===== src/rtl/slbm_pkg.sv =====
// slbm_pkg: shared types and constants for the serial loaded bank mapper.
// No dependencies; used by slbm_map and serial_loaded_bank_mapper.
`default_nettype none

package slbm_pkg;

    // Bus access kinds
    typedef enum logic [1:0] {
        KIND_CPU_READ  = 2'd0,
        KIND_CPU_WRITE = 2'd1,
        KIND_PPU_READ  = 2'd2,
        KIND_PPU_WRITE = 2'd3
    } slbm_kind_t;

    // Result target codes
    typedef enum logic [2:0] {
        TGT_NONE    = 3'd0,
        TGT_PRG_ROM = 3'd1,
        TGT_PRG_RAM = 3'd2,
        TGT_CHR     = 3'd3,
        TGT_REG     = 3'd4
    } slbm_target_t;

    // Configuration register indexes
    localparam logic CFG_PRG_COUNT = 1'b0;
    localparam logic CFG_CHR_COUNT = 1'b1;

    // Serial register select (address bits 14:13)
    typedef enum logic [1:0] {
        SEL_CONTROL  = 2'd0,
        SEL_CHR_LOW  = 2'd1,
        SEL_CHR_HIGH = 2'd2,
        SEL_PRG      = 2'd3
    } slbm_sel_t;

    localparam int ADDR_W   = 16;
    localparam int DATA_W   = 8;
    localparam int MAP_W    = 22;
    localparam int BANK_W   = 5;

    localparam logic [BANK_W-1:0] SHIFT_RESET   = 5'h10;
    localparam logic [BANK_W-1:0] CONTROL_RESET = 5'h0C;
    localparam logic [7:0]        PRG_CNT_RESET = 8'd2;
    localparam logic [7:0]        CHR_CNT_RESET = 8'd0;

    // One accepted access
    typedef struct packed {
        slbm_kind_t          kind;
        logic [ADDR_W-1:0]   addr;
        logic [DATA_W-1:0]   write_data;
    } slbm_item_t;

    // One result
    typedef struct packed {
        logic                handled;
        slbm_target_t        target;
        logic [MAP_W-1:0]    mapped_address;
        logic                mirror_update;
        logic [1:0]          mirror_mode;
    } slbm_result_t;

endpackage

`default_nettype wire


===== src/rtl/slbm_map.sv =====
// slbm_map: mapper state (serial loader, control and bank registers, ROM sizes)
// and the combinational address mapping. Depends on slbm_pkg.
`default_nettype none

module slbm_map (
    input  wire logic                 aclk,
    input  wire logic                 aresetn,
    input  wire logic                 cfg_we,
    input  wire logic                 cfg_index,
    input  wire logic [7:0]           cfg_data,
    input  wire logic                 step_en,
    input  wire slbm_pkg::slbm_item_t item,
    output slbm_pkg::slbm_result_t    result
);

    logic [7:0] prg_count_reg, prg_count_next;
    logic [7:0] chr_count_reg, chr_count_next;
    logic [slbm_pkg::BANK_W-1:0] shift_reg, shift_next;
    logic [slbm_pkg::BANK_W-1:0] control_reg, control_next;
    logic [slbm_pkg::BANK_W-1:0] chr_low_reg, chr_low_next;
    logic [slbm_pkg::BANK_W-1:0] chr_high_reg, chr_high_next;
    logic [slbm_pkg::BANK_W-1:0] prg_sel_reg, prg_sel_next;

    logic [slbm_pkg::ADDR_W-1:0] a;
    logic [slbm_pkg::DATA_W-1:0] d;
    logic [1:0]                  prg_mode;
    logic [3:0]                  prg_bank;
    logic [7:0]                  last_bank;
    logic [slbm_pkg::MAP_W-1:0]  prg_off;
    logic [slbm_pkg::MAP_W-1:0]  chr_off;
    logic [slbm_pkg::BANK_W-1:0] shifted;

    assign a         = item.addr;
    assign d         = item.write_data;
    assign prg_mode  = control_reg[3:2];
    assign prg_bank  = prg_sel_reg[3:0];
    assign last_bank = prg_count_reg - 8'd1;
    assign shifted   = {d[0], shift_reg[slbm_pkg::BANK_W-1:1]};

    // PRG ROM offset; a[14] low means the 0x8000-0xBFFF half
    always_comb begin
        case (prg_mode)
            2'd2: begin
                if (!a[14]) prg_off = {8'd0, a[13:0]};
                else        prg_off = {4'd0, prg_bank, a[13:0]};
            end
            2'd3: begin
                if (!a[14]) prg_off = {4'd0, prg_bank, a[13:0]};
                else        prg_off = {last_bank, a[13:0]};
            end
            default: prg_off = {4'd0, prg_bank[3:1], a[14:0]};
        endcase
    end

    // CHR offset: RAM pass-through, 8K mode or two 4K banks
    always_comb begin
        if (chr_count_reg == 8'd0) begin
            chr_off = {6'd0, a};
        end else if (!control_reg[4]) begin
            chr_off = {5'd0, chr_low_reg[4:1], a[12:0]};
        end else if (!a[12]) begin
            chr_off = {5'd0, chr_low_reg, a[11:0]};
        end else begin
            chr_off = {5'd0, chr_high_reg, a[11:0]};
        end
    end

    // Access decode and register update
    always_comb begin
        result         = '0;
        result.target  = slbm_pkg::TGT_NONE;
        shift_next     = shift_reg;
        control_next   = control_reg;
        chr_low_next   = chr_low_reg;
        chr_high_next  = chr_high_reg;
        prg_sel_next   = prg_sel_reg;
        if (!item.kind[1]) begin
            if (a[15:13] == 3'b011) begin
                result.handled        = 1'b1;
                result.target         = slbm_pkg::TGT_PRG_RAM;
                result.mapped_address = {9'd0, a[12:0]};
            end else if (a[15]) begin
                result.handled = 1'b1;
                if (item.kind == slbm_pkg::KIND_CPU_READ) begin
                    result.target         = slbm_pkg::TGT_PRG_ROM;
                    result.mapped_address = prg_off;
                end else begin
                    result.target = slbm_pkg::TGT_REG;
                    if (d[7]) begin
                        shift_next   = slbm_pkg::SHIFT_RESET;
                        control_next = control_reg | slbm_pkg::CONTROL_RESET;
                    end else if (shift_reg[0]) begin
                        shift_next = slbm_pkg::SHIFT_RESET;
                        unique case (slbm_pkg::slbm_sel_t'(a[14:13]))
                            slbm_pkg::SEL_CONTROL: begin
                                control_next         = shifted;
                                result.mirror_update = 1'b1;
                                result.mirror_mode   = shifted[1:0];
                            end
                            slbm_pkg::SEL_CHR_LOW:  chr_low_next  = shifted;
                            slbm_pkg::SEL_CHR_HIGH: chr_high_next = shifted;
                            default:                prg_sel_next  = shifted;
                        endcase
                    end else begin
                        shift_next = shifted;
                    end
                end
            end
        end else if (a[15:13] == 3'b000) begin
            if (item.kind == slbm_pkg::KIND_PPU_READ) begin
                result.handled        = 1'b1;
                result.target         = slbm_pkg::TGT_CHR;
                result.mapped_address = chr_off;
            end else if (chr_count_reg == 8'd0) begin
                result.handled        = 1'b1;
                result.target         = slbm_pkg::TGT_CHR;
                result.mapped_address = {6'd0, a};
            end
        end
    end

    // Configuration writes
    always_comb begin
        prg_count_next = prg_count_reg;
        chr_count_next = chr_count_reg;
        if (cfg_we) begin
            if (cfg_index == slbm_pkg::CFG_PRG_COUNT) prg_count_next = cfg_data;
            else                                      chr_count_next = cfg_data;
        end
    end

    // State registers
    always_ff @(posedge aclk) begin
        if (!aresetn) begin
            prg_count_reg <= slbm_pkg::PRG_CNT_RESET;
            chr_count_reg <= slbm_pkg::CHR_CNT_RESET;
            shift_reg     <= slbm_pkg::SHIFT_RESET;
            control_reg   <= slbm_pkg::CONTROL_RESET;
            chr_low_reg   <= '0;
            chr_high_reg  <= '0;
            prg_sel_reg   <= '0;
        end else begin
            prg_count_reg <= prg_count_next;
            chr_count_reg <= chr_count_next;
            if (step_en) begin
                shift_reg    <= shift_next;
                control_reg  <= control_next;
                chr_low_reg  <= chr_low_next;
                chr_high_reg <= chr_high_next;
                prg_sel_reg  <= prg_sel_next;
            end
        end
    end

endmodule

`default_nettype wire


===== src/rtl/serial_loaded_bank_mapper.sv =====
// serial_loaded_bank_mapper: cartridge bus mapper with serially loaded bank
// registers. Usage notes:
//   s_ channel: one bus access per transfer; tuser carries the access kind,
//     tdata carries the address and the write data byte.
//   m_ channel: one result per access, in order; tuser carries handled and
//     target, tdata the mapped offset and the mirroring update.
//   cfg port: cfg_we writes cfg_data into the ROM bank count selected by
//     cfg_index (0 PRG count, 1 CHR count); write only while idle.
//   Path: an accepted access is held in the input register, then its result in
//     the result register, from which it is offered on the m_ channel.
//   Throughput: one access per cycle while m_tready stays high; the serial
//     loader and bank logic settle in one pass between the two registers.
//   Stall: while m_tready is low the result holds; one more access may wait
//     in the input register, after which s_tready drops.
//   Reset: loader at its marker value, control 0x0C, banks zero, PRG count 2,
//     CHR count 0 (CHR RAM), both registers empty.
// Depends on slbm_pkg and slbm_map.
`default_nettype none

module serial_loaded_bank_mapper (
    input  wire logic        aclk,
    input  wire logic        aresetn,
    // input channel
    input  wire logic        s_tvalid,
    output logic             s_tready,
    input  wire logic [23:0] s_tdata,   // [15:0] addr, [23:16] write_data
    input  wire logic [1:0]  s_tuser,   // [1:0] kind
    // result channel
    output logic             m_tvalid,
    input  wire logic        m_tready,
    output logic [31:0]      m_tdata,   // [21:0] mapped_address, [22] mirror_update,
                                        // [24:23] mirror_mode, [31:25] zero
    output logic [3:0]       m_tuser,   // [0] handled, [3:1] target
    // configuration
    input  wire logic        cfg_we,
    input  wire logic        cfg_index,
    input  wire logic [7:0]  cfg_data
);

    logic                   in_valid_reg, in_valid_next;
    slbm_pkg::slbm_item_t   in_item_reg;
    logic                   out_valid_reg, out_valid_next;
    slbm_pkg::slbm_result_t out_res_reg;
    slbm_pkg::slbm_result_t map_res;
    logic                   advance;
    logic                   s_xfer;

    // Item moves to the result register when that register is free or drains
    assign advance  = in_valid_reg && (!out_valid_reg || m_tready);
    assign s_tready = !in_valid_reg || advance;
    assign s_xfer   = s_tvalid && s_tready;

    always_comb begin
        in_valid_next  = s_xfer || (in_valid_reg && !advance);
        out_valid_next = advance || (out_valid_reg && !m_tready);
    end

    slbm_map u_map (
        .aclk      (aclk),
        .aresetn   (aresetn),
        .cfg_we    (cfg_we),
        .cfg_index (cfg_index),
        .cfg_data  (cfg_data),
        .step_en   (advance),
        .item      (in_item_reg),
        .result    (map_res)
    );

    // Valid flags
    always_ff @(posedge aclk) begin
        if (!aresetn) begin
            in_valid_reg  <= 1'b0;
            out_valid_reg <= 1'b0;
        end else begin
            in_valid_reg  <= in_valid_next;
            out_valid_reg <= out_valid_next;
        end
    end

    // Payload registers
    always_ff @(posedge aclk) begin
        if (s_xfer) begin
            in_item_reg.kind       <= slbm_pkg::slbm_kind_t'(s_tuser);
            in_item_reg.addr       <= s_tdata[15:0];
            in_item_reg.write_data <= s_tdata[23:16];
        end
        if (advance) begin
            out_res_reg <= map_res;
        end
    end

    assign m_tvalid = out_valid_reg;
    assign m_tdata  = {7'd0, out_res_reg.mirror_mode, out_res_reg.mirror_update,
                       out_res_reg.mapped_address};
    assign m_tuser  = {out_res_reg.target, out_res_reg.handled};

endmodule

`default_nettype wire


===== config.mk =====
export PLATFORM = sky130hd
export DESIGN_NAME = serial_loaded_bank_mapper
export DESIGN_NICKNAME = d
export VERILOG_FILES = /design/src/rtl/slbm_pkg.sv /design/src/rtl/slbm_map.sv /design/src/rtl/serial_loaded_bank_mapper.sv
export SDC_FILE = /design/constraint.sdc
export NUM_CORES = 1
export LEC_CHECK = 0
export BUFFER_PORTS_ARGS = -buffer_cell sky130_fd_sc_hd__buf_4
export CAP_MARGIN = 5
export CORE_MARGIN = 2
export CORE_UTILIZATION = 50
export CTS_BUF_LIST = sky130_fd_sc_hd__clkbuf_8
export CTS_CLUSTER_DIAMETER = 50
export DETAILED_ROUTE_END_ITERATION = 10
export PLACE_DENSITY = 0.74
export SYNTH_ARGS = -nofsm -noshare
export SYNTH_HDL_FRONTEND = slang
export SYNTH_SLANG_ARGS = --single-unit

===== constraint.sdc =====
create_clock -name aclk -period 2 [get_ports aclk]
set_input_delay 0.4 -clock aclk [delete_from_list [all_inputs] [get_ports aclk]]
set_output_delay 0.4 -clock aclk [all_outputs]
set_load 0.02 [all_outputs]

==> metrics.md <==
| Metric | Value |
|---|---|
| Post-synth top cells | `nand2_1, edfxtp_1, dfxtp_1, mux2i_1, a21boi_0` |
| Fin crit share | `88.6%` |
| Slowest-stage cell, CP | `edfxtp_1` |
| Antenna cell count | `0` |
| Final Cell Area | `0.00453 sq mm` |
| Worst-Margin Slew | `around 0.91 ns` |
| RSZ-0062 raised after global routing | `false` |
| Fill cell instance count of the final layout | `600` |
| Final setup violation count | `0` |
| Worst-skew pair later-pin latency | `0.35 ns` |
| Flops & latches, synth | `about 90` |
| Cell variety after synth | `50` |
| Area Overhead vs Synth | `21.5%` |
| Final Worst Setup Slack | `about 0.23 ns` |
| Port Buffer Count | `64` |
| Total CTS buffers | `9` |
| DRC viols | `0` |
| Post-DR wirelength/cell | `14.6 microns` |
| Final nets | `433` |
| Pins over their slew limit | `0` |
| R2r setup slk | `0.23 ns` |
| Area fraction of the dominant cell type after synthesis | `between 30 and 40%` |
| Chip Height | `90.4 microns` |
| Ys async rst share | `0%` |
| Crit-path max cell delay | `0.51 ns` |
| Crit start category | `flop` |
| Die area | `about 0.0082 sq mm` |
| Area leader, netlist | `edfxtp_1` |
| Vias in the first global route | `2368` |
| CTS tree | `done` |
| Pin count of the biggest net entering global routing | `46` |
| First-pass DRT Iterations | `4` |
| Clock H-tree levels | `3` |
| Clock transition at the registers of the reported paths | `approximately 0.090 ns` |
| Gr ovfl total | `0` |
| # rows | `31` |
| Gate Count Post-Synth | `between 300 and 400` |
| Power per cell area | `roughly 800 mW/mm^2` |
| Part of the Yosys area used for sequential elements | `60.9%` |
| Worst r2r src | `in_item_reg[7]$_DFFE_PP_` |
| Initial antenna violation count | `0` |
| Req. time, crit path | `2.28 ns` |
| Hold Crit Endpoint | `in_item_reg[17]$_DFFE_PP_` |
| Total wire length | `7.23 mm` |
| Core Area | `roughly 0.0073 sq mm` |
| R2R cell count | `4` |
| Post-DRT Antenna Nets | `0` |
| CTS max path bufs | `2` |
| Worst-path maximum fanout | `7` |
| Num Clock Sinks | `between 80 and 90` |
| Via/cell ratio | `5.10` |
| Leakage | `between 1.5 and 2 nW` |
| Synth Area per Inst | `11.5 sq um` |
| Critical-path cell list | `and4bb_2 > nand4_2 > nor3_4 > mux2i_1` |
| Yosys warns | `0` |
| Final Hold Vio Count | `0` |
| Max Cap Violations | `0` |
| Initial Util | `51.4%` |
| WHS Path Cells | `1` |
| Die Width | `90.4 microns` |
| Cell Area, Synth | `~0.0037 sq mm` |
| Worst setup EP type | `flop` |
| Outcome | `complete, no violations` |
| First-pass GRT wire length | `11.7 mm` |
| Pre-CTS setup slack | `0.0543 ns` |
| Fin crit period | `1.77 ns` |
| Max VDD drop | `roughly 0.37 mV` |
| Max reg flops | `25` |
| Overall Global Routing Usage | `18.4%` |
| Fmax | `565 MHz` |
| Most frequent cell after synthesis | `nand2_1` |
| Clock Skew | `0.00852 ns` |
| Gpl congestion | `0.825` |
| Post-route total power | `3.73 mW` |
| Post-CTS Setup Inserts | `0` |
| Top_reg_cell synth | `edfxtp_1` |
| Fraction of layout cells with a size suffix above 1 | `24.4%` |
| Vias | `2528` |
| Post-synth EDFFs | `49` |
| Slew HR | `39.3%` |
| Area after DPL | `0.00430 sq mm` |
| Top cells by area, synth | `edfxtp_1, dfxtp_1, nand2_1` |
| Total I/O pin count | `78` |
| TNS Setup | `0 ns` |
| DR iter-0 viols | `122` |
| Worst EP arrival | `2.05 ns` |
| Crit Reg-Reg Endpoint | `u_map.chr_low_reg[2]$_SDFFE_PN0P_` |
| CTS root buffer | `clkbuf_8` |
| Detailed Place HPWL | `5.14 mm` |
| Min-delay src | `s_tdata[9]` |
| CP Class | `flop to flop` |
| Min-delay worst type | `input port to flop` |
cells in the final DEF (no fill, tap or decap), types with 2 or more instances in the layout:
master      instances
inv_1               7
clkinvlp_4          2
o21ai_0             6
o2bb2ai_1           2
clkbuf_8            9
a21oi_1             7
nor2_1             14
buf_4              69
nor4_1              2
and3_1              2
a22oi_1             2
xnor2_1             5
nor3_1              3
or4_1               3
a31oi_1             2
nand3b_1            2
dfxtp_1            40
a21boi_0           18
mux2i_1            19
conb_1              7
and2_1              5
nor3_4              2
edfxtp_1           49
nand2b_1            3
o22ai_1             4
nor2b_1            16
nand2_1            57
inv_6               2
bufinv_16           2
nand3_1            12
power by group:
part	total (mW)	switching [mW]	internal (mW)
registers	2.04	0.0388	2.00
logic	0.332	0.188	0.144
clock network	1.36	0.642	0.714
total	3.73	0.868	2.86
layout make-up:
type                    count  area, sq um  share of cell area, %
clock buffers               9          124                   2.73
clock inverters             7          101                   2.24
inverters                   7         26.3                  0.580
multi-input cells         215         1350                   29.7
repair buffers             70          538                   11.9
well taps                  99          124                   2.73
flip-flops and latches     89         2270                   50.1
worst max-delay path: cells and delay by family (launching register included):
kind	cells	cell delay (ns)
simple gates	3	0.96
mux	1	0.23
flops	1	0.51
worst max-delay path by stage:
stage / from / endpoint / cells after the start
finish: in_item_reg[7]$_DFFE_PP_ / u_map.chr_low_reg[2]$_SDFFE_PN0P_ / 4
detailed placement: in_item_reg[23]$_DFFE_PP_ / m_tdata[0]$_DFFE_PP_ / 4
CTS: in_item_reg[23]$_DFFE_PP_ / m_tdata[0]$_DFFE_PP_ / 4
floorplan: m_tready / u_map.control_reg[4]$_SDFFE_PN0P_ / 4
global route: in_item_reg[25]$_DFFE_PP_ / u_map.chr_low_reg[1]$_SDFFE_PN0P_ / 4
global placement: in_item_reg[23]$_DFFE_PP_ / m_tdata[9]$_DFFE_PP_ / 4
cell families after synthesis:
group                    synth area share, %
AND/OR/NAND/NOR                         19.7
flip-flops                              60.9
AO/OA/AOI/OAI                           8.79
buffers and inverters                   3.69
multiplexers                            5.10
XOR/XNOR                                1.41
adder cells (fa/ha/maj)                0.335
other                                  0.101
timing repair:
action,in CTS,in global routing
endpoints found under the setup margin,0,12
hold buffers,0,0
gates resized for setup,0,1
routing by layer:
layer | wire length (microns) | vias up | part of all wire (%) | global-route usage (%)
met4 | 66 | 0 | 0.91 | 6.15
li1 | - | 1267 | - | -
met1 | 3250 | 1194 | 45 | 24.0
met5 | 0 | - | 0 | 0
met3 | 291 | 5 | 4.0 | 4.09
met2 | 3620 | 62 | 50 | 30.5
per-stage QoR:
stage | hold slack [ns] | std cells | utilization (%)
finish | 0.223 | 496 | 62.5
global route | 0.198 | 496 | 62.5
global placement | 0.442 | 480 | 59.3
floorplan | 0.434 | 330 | -
CTS | 0.208 | 496 | 62.4
detailed placement | 0.451 | 480 | 59.3
Note: power is estimated with default switching activity, not from simulation.
